File: src/rtl/ure_pkg.sv
package ure_pkg;

  localparam int VALUE_W  = 64;
  localparam int DIGIT_W  = 4;
  localparam int CHAR_W   = 8;
  localparam int CFG_IDX_W = 2;

  // quotient bits produced by the divider in one clock
  localparam int DIV_STEP_BITS = 8;

  localparam int MAX_RADIX_DEF  = 16;
  localparam int MAX_DIGITS_DEF = 64;
  localparam int RADIX_RESET    = 10;

  // "01234567" and "89abcdef", digit zero in the lowest byte
  localparam logic [VALUE_W-1:0] CHARS_LO_RESET = 64'h3736_3534_3332_3130;
  localparam logic [VALUE_W-1:0] CHARS_HI_RESET = 64'h6665_6463_6261_3938;

  // configuration register indexes
  localparam logic [CFG_IDX_W-1:0] CFG_RADIX    = 2'd0;
  localparam logic [CFG_IDX_W-1:0] CFG_CHARS_LO = 2'd1;
  localparam logic [CFG_IDX_W-1:0] CFG_CHARS_HI = 2'd2;

  typedef enum logic [1:0] {
    ST_IDLE,
    ST_DIV,
    ST_EMIT
  } ure_state_t;

  typedef struct packed {
    logic               done;
    logic [VALUE_W-1:0] quot;
    logic [DIGIT_W-1:0] rem;
  } div_res_t;

  function automatic logic [CHAR_W-1:0] char_for_digit(
    input logic [DIGIT_W-1:0] d,
    input logic [VALUE_W-1:0] lo,
    input logic [VALUE_W-1:0] hi
  );
    logic [VALUE_W-1:0] word;
    word = d[DIGIT_W-1] ? hi : lo;
    return word[{d[DIGIT_W-2:0], 3'b000} +: CHAR_W];
  endfunction

endpackage

File: src/rtl/ure_ram.sv
module ure_ram #(
  parameter int WIDTH = 4,
  parameter int DEPTH = 64
) (
  input  logic                     clk,
  input  logic                     we,
  input  logic [$clog2(DEPTH)-1:0] waddr,
  input  logic [WIDTH-1:0]         wdata,
  input  logic [$clog2(DEPTH)-1:0] raddr,
  output logic [WIDTH-1:0]         rdata
);

  logic [WIDTH-1:0] mem [DEPTH];
  logic [WIDTH-1:0] rdata_r;

  always_ff @(posedge clk) begin
    if (we) begin
      mem[waddr] <= wdata;
    end
    rdata_r <= mem[raddr];
  end

  assign rdata = rdata_r;

endmodule

File: src/rtl/ure_div.sv
module ure_div import ure_pkg::*; #(
  parameter int RADIX_W = 5
) (
  input  logic               clk,
  input  logic               rst_n,
  input  logic               start,
  input  logic [VALUE_W-1:0] dividend,
  input  logic [RADIX_W-1:0] divisor,
  output div_res_t           res
);

  localparam int STEPS  = VALUE_W / DIV_STEP_BITS;
  localparam int STEP_W = $clog2(STEPS);
  localparam logic [STEP_W-1:0] LAST_STEP = STEP_W'(STEPS - 1);

  logic               busy_r, busy_nxt;
  logic               done_r, done_nxt;
  logic [STEP_W-1:0]  step_r, step_nxt;
  logic [VALUE_W-1:0] work_r, work_nxt;
  logic [DIGIT_W-1:0] rem_r, rem_nxt;

  logic [DIGIT_W-1:0]       rem_chain;
  logic [DIGIT_W:0]         part;
  logic [DIV_STEP_BITS-1:0] q_bits;
  logic [DIV_STEP_BITS-1:0] chunk;

  // restoring division, DIV_STEP_BITS dividend bits per clock
  always_comb begin
    chunk     = work_r[VALUE_W-1 -: DIV_STEP_BITS];
    rem_chain = rem_r;
    q_bits    = '0;
    for (int i = 0; i < DIV_STEP_BITS; i++) begin
      part = {rem_chain, chunk[DIV_STEP_BITS-1-i]};
      if (part >= (DIGIT_W+1)'(divisor)) begin
        rem_chain = DIGIT_W'(part - (DIGIT_W+1)'(divisor));
        q_bits[DIV_STEP_BITS-1-i] = 1'b1;
      end else begin
        rem_chain = part[DIGIT_W-1:0];
      end
    end
  end

  always_comb begin
    busy_nxt = busy_r;
    done_nxt = 1'b0;
    step_nxt = step_r;
    work_nxt = work_r;
    rem_nxt  = rem_r;
    if (start) begin
      busy_nxt = 1'b1;
      step_nxt = '0;
      work_nxt = dividend;
      rem_nxt  = '0;
    end else if (busy_r) begin
      // quotient bits shift in as dividend bits shift out
      work_nxt = {work_r[VALUE_W-DIV_STEP_BITS-1:0], q_bits};
      rem_nxt  = rem_chain;
      step_nxt = step_r + 1'b1;
      if (step_r == LAST_STEP) begin
        busy_nxt = 1'b0;
        done_nxt = 1'b1;
      end
    end
  end

  always_ff @(posedge clk) begin
    if (!rst_n) begin
      busy_r <= 1'b0;
      done_r <= 1'b0;
      step_r <= '0;
    end else begin
      busy_r <= busy_nxt;
      done_r <= done_nxt;
      step_r <= step_nxt;
    end
  end

  always_ff @(posedge clk) begin
    work_r <= work_nxt;
    rem_r  <= rem_nxt;
  end

  assign res.done = done_r;
  assign res.quot = work_r;
  assign res.rem  = rem_r;

  a_done_pulse: assert property (@(posedge clk) disable iff (!rst_n)
    done_r |=> !done_r)
    else $error("divider done held longer than one cycle");

  a_rem_below_divisor: assert property (@(posedge clk) disable iff (!rst_n)
    done_r |-> ((DIGIT_W+1)'(rem_r) < (DIGIT_W+1)'(divisor)))
    else $error("divider remainder not below divisor");

endmodule

File: src/rtl/unsigned_radix_digit_emitter.sv
// writes one unsigned 64-bit value out in a configurable radix (2 to MAX_RADIX),
// most significant digit first, no leading zeros; zero gives one zero digit.
// each digit goes through a 16-entry byte table held in two config registers.
// a request is taken when start is high and busy is low; busy then stays high
// until the final digit has been sent. digits leave one per clock on out_valid
// with out_last_digit on the final one, and the receiver cannot stall them.
// each digit costs one pass of the shared divider, which retires 8 dividend
// bits per clock, then the digit stack memory is read back in reverse at one
// digit per clock.
// config writes (cfg_ready is always high) must only happen while busy is low.
module unsigned_radix_digit_emitter import ure_pkg::*; #(
  parameter int MAX_RADIX  = MAX_RADIX_DEF,
  parameter int MAX_DIGITS = MAX_DIGITS_DEF
) (
  input  logic                 clk,
  input  logic                 rst_n,
  // request
  input  logic                 start,
  output logic                 busy,
  input  logic [VALUE_W-1:0]   in_value,
  // digit stream
  output logic                 out_valid,
  output logic [CHAR_W-1:0]    out_digit_char,
  output logic                 out_last_digit,
  // configuration
  input  logic                 cfg_valid,
  output logic                 cfg_ready,
  input  logic [CFG_IDX_W-1:0] cfg_index,
  input  logic [VALUE_W-1:0]   cfg_data
);

  localparam int RADIX_W = $clog2(MAX_RADIX + 1);
  localparam int ADDR_W  = $clog2(MAX_DIGITS);
  localparam int CNT_W   = $clog2(MAX_DIGITS + 1);
  localparam int RADIX_RST_CLAMP = (RADIX_RESET > MAX_RADIX) ? MAX_RADIX : RADIX_RESET;
  localparam logic [CNT_W-1:0] CNT_MAX = CNT_W'(MAX_DIGITS);

  // configuration registers
  logic [RADIX_W-1:0] radix_r;
  logic [VALUE_W-1:0] chars_lo_r;
  logic [VALUE_W-1:0] chars_hi_r;
  logic [4:0]         radix_wr;

  // control state
  ure_state_t         state_r, state_nxt;
  logic [CNT_W-1:0]   count_r, count_nxt;   // digits pushed on the stack
  logic [CNT_W-1:0]   k_r, k_nxt;           // digits left to read back
  logic               emit_v_r, emit_v_nxt;
  logic               emit_last_r, emit_last_nxt;

  // divider and stack hookup
  logic               div_start;
  logic [VALUE_W-1:0] div_dividend;
  div_res_t           div_res;
  logic               ram_we;
  logic [ADDR_W-1:0]  ram_raddr;
  logic [DIGIT_W-1:0] ram_rdata;

  assign cfg_ready = 1'b1;

  // radix writes clamp to 2..MAX_RADIX so the divisor is never 0 or 1
  always_comb begin
    radix_wr = cfg_data[4:0];
    if (radix_wr < 5'd2) begin
      radix_wr = 5'd2;
    end else if (32'(radix_wr) > MAX_RADIX) begin
      radix_wr = 5'(MAX_RADIX);
    end
  end

  always_ff @(posedge clk) begin
    if (!rst_n) begin
      radix_r    <= RADIX_W'(RADIX_RST_CLAMP);
      chars_lo_r <= CHARS_LO_RESET;
      chars_hi_r <= CHARS_HI_RESET;
    end else if (cfg_valid && cfg_ready) begin
      unique case (cfg_index)
        CFG_RADIX:    radix_r    <= RADIX_W'(radix_wr);
        CFG_CHARS_LO: chars_lo_r <= cfg_data;
        CFG_CHARS_HI: chars_hi_r <= cfg_data;
        default: ;    // unused index, write ignored
      endcase
    end
  end

  ure_div #(
    .RADIX_W (RADIX_W)
  ) u_div (
    .clk      (clk),
    .rst_n    (rst_n),
    .start    (div_start),
    .dividend (div_dividend),
    .divisor  (radix_r),
    .res      (div_res)
  );

  // digit stack: least significant digit at address zero
  ure_ram #(
    .WIDTH (DIGIT_W),
    .DEPTH (MAX_DIGITS)
  ) u_stack (
    .clk   (clk),
    .we    (ram_we),
    .waddr (count_r[ADDR_W-1:0]),
    .wdata (div_res.rem),
    .raddr (ram_raddr),
    .rdata (ram_rdata)
  );

  always_comb begin
    state_nxt     = state_r;
    count_nxt     = count_r;
    k_nxt         = k_r;
    emit_v_nxt    = 1'b0;
    emit_last_nxt = 1'b0;
    div_start     = 1'b0;
    div_dividend  = div_res.quot;
    ram_we        = 1'b0;
    ram_raddr     = ADDR_W'(k_r - 1'b1);
    unique case (state_r)
      ST_IDLE: begin
        if (start) begin
          div_start    = 1'b1;
          div_dividend = in_value;
          count_nxt    = '0;
          state_nxt    = ST_DIV;
        end
      end
      ST_DIV: begin
        if (div_res.done) begin
          // digits beyond the stack depth are the most significant: drop them
          if (count_r < CNT_MAX) begin
            ram_we    = 1'b1;
            count_nxt = count_r + 1'b1;
          end
          if (div_res.quot != '0) begin
            div_start = 1'b1;
          end else begin
            k_nxt     = count_nxt;
            state_nxt = ST_EMIT;
          end
        end
      end
      ST_EMIT: begin
        // read address goes out in the cycle before the digit appears
        if (k_r != '0) begin
          emit_v_nxt    = 1'b1;
          emit_last_nxt = (k_r == CNT_W'(1));
          k_nxt         = k_r - 1'b1;
        end else begin
          state_nxt = ST_IDLE;
        end
      end
      default: state_nxt = ST_IDLE;
    endcase
  end

  always_ff @(posedge clk) begin
    if (!rst_n) begin
      state_r     <= ST_IDLE;
      count_r     <= '0;
      k_r         <= '0;
      emit_v_r    <= 1'b0;
      emit_last_r <= 1'b0;
    end else begin
      state_r     <= state_nxt;
      count_r     <= count_nxt;
      k_r         <= k_nxt;
      emit_v_r    <= emit_v_nxt;
      emit_last_r <= emit_last_nxt;
    end
  end

  assign busy           = (state_r != ST_IDLE);
  assign out_valid      = emit_v_r;
  assign out_last_digit = emit_last_r;
  assign out_digit_char = char_for_digit(ram_rdata, chars_lo_r, chars_hi_r);

  a_req_sets_busy: assert property (@(posedge clk) disable iff (!rst_n)
    (start && !busy) |=> busy)
    else $error("request taken but busy not raised");

  a_last_ends_item: assert property (@(posedge clk) disable iff (!rst_n)
    (out_valid && out_last_digit) |=> (!busy && !out_valid))
    else $error("activity after the last digit");

  a_count_bound: assert property (@(posedge clk) disable iff (!rst_n)
    (count_r <= CNT_MAX) && (k_r <= count_r || state_r != ST_EMIT))
    else $error("digit count out of range");

  a_valid_in_emit: assert property (@(posedge clk) disable iff (!rst_n)
    out_valid |-> (state_r == ST_EMIT))
    else $error("digit strobe outside the emit phase");

endmodule
File: config.mk
export PLATFORM = sky130hd
export DESIGN_NAME = unsigned_radix_digit_emitter
export DESIGN_NICKNAME = d
export VERILOG_FILES = /design/src/rtl/ure_pkg.sv /design/src/rtl/ure_ram.sv /design/src/rtl/ure_div.sv /design/src/rtl/unsigned_radix_digit_emitter.sv
export SDC_FILE = /design/constraint.sdc
export NUM_CORES = 1
export LEC_CHECK = 0
export ABC_AREA = 1
export BUFFER_PORTS_ARGS = -buffer_cell sky130_fd_sc_hd__clkbuf_2
export CAP_MARGIN = 20
export CORE_UTILIZATION = 55
export CTS_CLUSTER_DIAMETER = 100
export DETAILED_ROUTE_END_ITERATION = 12
export PLACE_DENSITY = 0.77
export REMOVE_ABC_BUFFERS = 1
export SYNTH_ARGS = -nofsm -noshare
export SYNTH_HDL_FRONTEND = slang
export SYNTH_SLANG_ARGS = --single-unit
File: constraint.sdc
create_clock -name clk -period 27.4 [get_ports clk]
set_input_delay 4.11 -clock clk [delete_from_list [all_inputs] [get_ports clk]]
set_output_delay 4.11 -clock clk [all_outputs]
set_load 0.02 [all_outputs]
* Word-level counts from Yosys, hierarchy flattened *
Memories as Yosys holds them, arrays and structs flattened. A register that Yosys moved wholly into a read port is not among the register bits.
Index checks and enable logic that the tools add are counted.
Widths: inputs -> output; s select.

operators by class
  $add $sub $neg = 11
  order comparisons = 11
  eq/ne operators = 13
  shifts and indexed selects = 1
  multiplexer cells = 50
  bitwise logic cells = 2
  reductions and logical operators = 19

operator list
  cell                 count
  $mux 64              5
  $reduce_bool 64->1   1
  $shiftx 64x7->8      1
  $mux 7               6
  $ge 5x5->1           8
  $mux 4               8
  $sub 4x4->4          8
  $pmux 7 s2           2
  $mux 1               21
  $mux 5               2
  $ne 2x2->1 const B   5
  $reduce_and 3->1     3
  $mux 2               4
  $reduce_and 2->1     4
  $reduce_and 4->1     2
  $reduce_bool 2->1    4
  $add 7x1->7 const B  1
  $eq 7x1->1 const B   1
  $lt 7x7->1 const B   1
  $reduce_bool 7->1    1
  $sub 7x1->7 const B  1
  $pmux 2 s3           1
  $gt 5x5->1 const B   1
  $lt 5x2->1 const B   1
  other kinds (10)     15

word-level totals
  bits in registers = 224
  RAM bits = 256
  output and inout port bits = 12
  logic and storage cells = 121
  memories = 1

memories
  name         depth  bits a word  read ports  clocked after Yosys merged registers in  wr ports  line           RTL
  u_stack.mem  64     4            1           1                                        1         ure_ram.sv:13  logic [WIDTH-1:0] mem [DEPTH];

* Logic depth before layout (Yosys ltp) *
  depth after elaboration = 18
  mapped depth = 70
  depth with buffers taken out = 70

* Modules after synthesis *
Synthesis repeated with hierarchy kept, for this count alone.

second synthesis, totals
  cell total of the unflattened synthesis = 2758
  area, all modules = 23684.0 sq um

modules (own cells, without submodules)
  module                        instances  cells each  area each (sq um)
  ure_ram                       1          948         10881.7
  unsigned_radix_digit_emitter  1          1202        7848.8
  ure_div                       1          608         4953.5

* Worst setup path before layout *
Ideal clock, no wire load.

  path type = register to register
  from = reg u_div.rem_r[1]
  to = reg u_div.work_r[0] (data pin)
  data arrival time = 9.904 ns
  setup slack = 17.227 ns
  cell stages (with the launch flop) = 61
  period minus slack after synthesis = 10.173 ns
  cells stage by stage = dfxtp_1 > ha_1 > a21o_1 > a21boi_1 > nand3_1 > nand2_1 > o21ai_1 > ha_1 > a21o_1 > a21boi_0 > nand3_1 > inv_1 > or2_2 > nand2_1 > ha_1 > nand2_1 > inv_1 > nand4_1 > [... 25 more ...] > nor2_1 > nand3_1 > nand2_1 > inv_1 > ha_1 > a21o_1 > nand2_1 > nand3_1 > nor2_1 > or2_2 > nand2_1 > ha_1 > a21oi_1 > o21ai_0 > nand2_1 > nand3_1 > a21oi_1 > o21ai_0

on the way
  longest elaborated chain between the ends = 18
  elaborated cells on any way between the ends = 25
  those cells by class = 7 x add/sub; 8 x order compare; 10 x mux

ends and longest elaborated chain
  what                                       line                          RTL
  start: declaration                         ure_div.sv:20                 logic [DIGIT_W-1:0] rem_r, rem_nxt;
  start signal: assignment                   ure_div.sv:80                 rem_r <= rem_nxt;
  $sub 4x4->4 or $ge 5x5->1 (tied branches)  ure_div.sv:35, ure_div.sv:34
  $mux 4 (*)                                 ure_div.sv:34                 if (part >= (DIGIT_W+1)'(divisor)) begin
  $sub 4x4->4 or $ge 5x5->1 (tied branches)  ure_div.sv:35, ure_div.sv:34
  $mux 4 (*)                                 ure_div.sv:34
  $ge 5x5->1 or $sub 4x4->4 (tied branches)  ure_div.sv:34, ure_div.sv:35
  $mux 4 (*)                                 ure_div.sv:34
  $sub 4x4->4 or $ge 5x5->1 (tied branches)  ure_div.sv:35, ure_div.sv:34
  $mux 4 (*)                                 ure_div.sv:34
  [... 3 more ...]                           --
  $mux 4 (*)                                 ure_div.sv:34
  $ge 5x5->1 or $sub 4x4->4 (tied branches)  ure_div.sv:34, ure_div.sv:35
  $mux 4 (*)                                 ure_div.sv:34
  $ge 5x5->1 (*)                             ure_div.sv:34
  $mux 1 (*)                                 ure_div.sv:34
  $mux 64 (*)                                ure_div.sv:54                 end else if (busy_r) begin
  $mux 64 (*)                                ure_div.sv:49                 if (start) begin
  via u_div.work_nxt[0]                      ure_div.sv:19                 logic [VALUE_W-1:0] work_r, work_nxt;
  end signal: assignment                     ure_div.sv:79                 work_r <= work_nxt;
  end: declaration                           ure_div.sv:19

Mark *: on every way through the listed nets, which the timed path passes. The rest lies on a longest branch. The select of a mux whose other input is x is not followed.
A chain may end at the register's enable or synchronous reset.

* Worst setup path after layout *
  from = reg radix_r[1]
  to = reg u_div.rem_r[1]

on the way
  longest elaborated chain between the ends = 16
  elaborated cells on any way between the ends = 24
  those cells by class = 8 x add/sub; 8 x order compare; 8 x mux

ends and longest elaborated chain
  what                                       line                                RTL
  start: declaration                         unsigned_radix_digit_emitter.sv:39  logic [RADIX_W-1:0] radix_r;
  start signal: assignment                   unsigned_radix_digit_emitter.sv:73  radix_r <= RADIX_W'(RADIX_RST_CLAMP);
  start signal: assignment                   unsigned_radix_digit_emitter.sv:78  CFG_RADIX: radix_r <= RADIX_W'(radix_wr);
  $sub 4x4->4 or $ge 5x5->1 (tied branches)  ure_div.sv:35, ure_div.sv:34
  $mux 4                                     ure_div.sv:34
  $sub 4x4->4 or $ge 5x5->1 (tied branches)  ure_div.sv:35, ure_div.sv:34
  $mux 4                                     ure_div.sv:34
  $sub 4x4->4 or $ge 5x5->1 (tied branches)  ure_div.sv:35, ure_div.sv:34
  $mux 4                                     ure_div.sv:34
  $ge 5x5->1 or $sub 4x4->4 (tied branches)  ure_div.sv:34, ure_div.sv:35
  $mux 4                                     ure_div.sv:34
  $sub 4x4->4 or $ge 5x5->1 (tied branches)  ure_div.sv:35, ure_div.sv:34
  $mux 4                                     ure_div.sv:34
  $sub 4x4->4 or $ge 5x5->1 (tied branches)  ure_div.sv:35, ure_div.sv:34
  $mux 4                                     ure_div.sv:34
  $ge 5x5->1 or $sub 4x4->4 (tied branches)  ure_div.sv:34, ure_div.sv:35
  $mux 4                                     ure_div.sv:34
  $sub 4x4->4 or $ge 5x5->1 (tied branches)  ure_div.sv:35, ure_div.sv:34
  $mux 4 (*)                                 ure_div.sv:34

Mark *: on every way between the ends. The rest lies on a longest branch, timed or not.

==> flow_summary.ini <==
[routing]
firstDrtPassIters = 6
vias = 17714
ant_nets = 0
viasPerCell = 5.83
drc = 0
routed_wl_um = 55300
drt_iter0_drc = 1481
routedWlPerCell_um = 18.2

[synthesis]
synth_cell_types = 43
synthTopCellsByArea = edfxtp_1 (43%), dfxtp_1 (15%), nand2_1 (7.5%)
synth_cells = 2389
synth_area_um2 = 22400
synth_warnings = 0
synth_edf_count = 320
synthTopCellsByCount = nand2_1 (447), nor2_1 (411), edfxtp_1 (320)
avgSynthCellArea_um2 = 9.36
ys_ff_latch = 484
synth-seq-area-share = 0.577
synth_top_area_share = 0.430
synth_top_area_cell = edfxtp_1
ys.flop_type = edfxtp_1
async_flop_share = 0
yosysMostFrequentCell = nand2_1

[timing]
finalSetupTns_ns = 0
whs_ns = 0.451
period_share = 0.431
worst_slew_pin_slew_ns = 0.881
slew-limit-headroom = 0.412
final_max_slew_viol_count = 0
rsz0062_at_grt = false
fmax_ghz = 0.0848
final-setup-viol-count = 0
skew_ns = 0.0197
hold_viol = 0
finalWorstSetupSlack_ns = 15.60
min_period_ns = 11.80

[placement]
place.gp.congestion = 0.909
preCtsSetupSlack_ns = 15.94
hpwl_um = 33700
portBuffers = 144

[floorplanning]
rows = 73
dieArea_um2 = 41500
dieWidth_um = 204
coreArea_um2 = 39900
floorplan.initialDensity = 0.560
fp.dieH_um = 204
ios = 146

[global_route]
grt_pass1_vias = 17321
grt_max_degree = 118
antenna_found_initial = 3
grt_pass1_wl_um = 87500
overflow = 0
grt_usage = 0.266

[clock_tree]
path_clk_slew_ns = 0.07
cts_tree = yes
cts.sinks = 484
post_cts_buffers = 0
cts-root-buf = clkbuf_16
cts_max_level = 2
cts_buffer_depth = 3
ctsResizeCount = 0
hold_buffers = 0
clk_latency_ns = 0.59
numCtsBuffers = 50

[setup_path]
crit_slowest_cell = dfxtp_1
r2r_slack_ns = 15.60
slowest_delay_ns = 0.70
cp_max_fo = 10
end_kind = register
arrival_ns = 12.25
critPathRequiredTime_ns = 27.85
crit_type = register to register
cp-start-kind = register
critPathMostFrequentCell = nand2_1

[job]
cap_violations = 0

[cells_and_area]
finish.utilization = 0.632
layout-drive-gt1-share = 0.112
area_growth_pct = 12.8
fin_nets = 2661

[hold_path]
hold_path_class = register to register

[run_status]
status = complete, no violations
cell usage in the layout, fill, tap and decap left out, types with 4 or more instances in the layout:
cell	count
inv_1	121
xor2_1	6
o22ai_1	24
nand4_1	32
o211ai_1	108
inv_2	5
clkinv_1	8
fa_1	8
xnor2_1	11
edfxtp_1	320
buf_16	4
a21oi_1	84
clkbuf_8	5
o21ai_0	241
ha_1	45
nand3_1	111
or2_2	10
clkbuf_16	53
clkinv_2	8
clkbuf_1	7
o21ai_1	29
o221ai_1	4
nand2_1	447
a31oi_1	4
buf_4	17
clkbuf_2	144
dfxtp_1	158
bufinv_16	10
dfxtp_2	4
mux2i_1	32
nor2_1	411
nor2_2	4
a21o_1	6
final cells by class:
| class | instances | area [um2] |
|---|---|---|
| diodes | 2 | 5.00 |
| clock buffers | 66 | 1430 |
| clock inverters | 27 | 388 |
| fillers | 3201 | 14700 |
| inverters | 128 | 482 |
| multi-input cells | 1644 | 8380 |
| flip-flops and latches | 484 | 12900 |
| well taps | 525 | 657 |
| repair buffers | 165 | 973 |
cells by family after synthesis:
| kind of cell | after synthesis | share of synthesized area |
|---|---|---|
| compound gates | 507 | 0.129 |
| other cells | 1 | 0.000168 |
| buf+inv | 261 | 0.0506 |
| flops | 484 | 0.577 |
| mux | 32 | 0.0143 |
| fa+ha+maj | 54 | 0.0329 |
| xor+xnor | 21 | 0.00974 |
| simple gates | 1029 | 0.186 |
per-layer routing:
metal / vias to the layer above / wire [um] / track usage
met4: 4 / 1790 / 0.107
met3: 149 / 4640 / 0.0591
met1: 8375 / 22000 / 0.334
met5: - / 25 / 0
met2: 784 / 26800 / 0.443
li1: 8402 / - / -
registers in the layout, summed over array words and instances (netlist names):
register	flops
u_stack.mem	256
radix_r	5
u_div.step_r	3
count_r	7
out_valid	1
u_div.work_r	64
u_div.rem_r	4
chars_hi_r	64
out_last_digit	1
k_r	7
u_stack.rdata	4
state_r	2
chars_lo_r	64
u_div.done_r	1
u_div.busy_r	1
critical path, delay by kind of cell, from the launching register on:
| kind | cells | cell delay, ns |
|---|---|---|
| compound gates | 9 | 1.83 |
| fa+ha+maj | 8 | 2.67 |
| buf+inv | 8 | 1.24 |
| flops | 1 | 0.70 |
| simple gates | 39 | 5.20 |
final timing paths:
path | startpoint | depth (start not counted) | end
setup / recovery | radix_r[1] | 64 | u_div.rem_r[1]
hold / removal | chars_lo_r[21] | 2 | chars_lo_r[21]
setup reg to reg | radix_r[1] | 64 | u_div.rem_r[1]
hold reg to reg | chars_lo_r[21] | 2 | chars_lo_r[21]
through the flow:
step	cell area, um2	std cells
4_1_cts	25100	3036
5_1_grt	25200	3039
3_5_place_dp	23300	2943
2_1_floorplan	21700	2256
6_report	25200	3041
3_3_place_gp	23300	2941
Power is left out: the tool's default activity adds up to more than one toggle a clock period on the data nets, which glitch-free logic cannot reach.
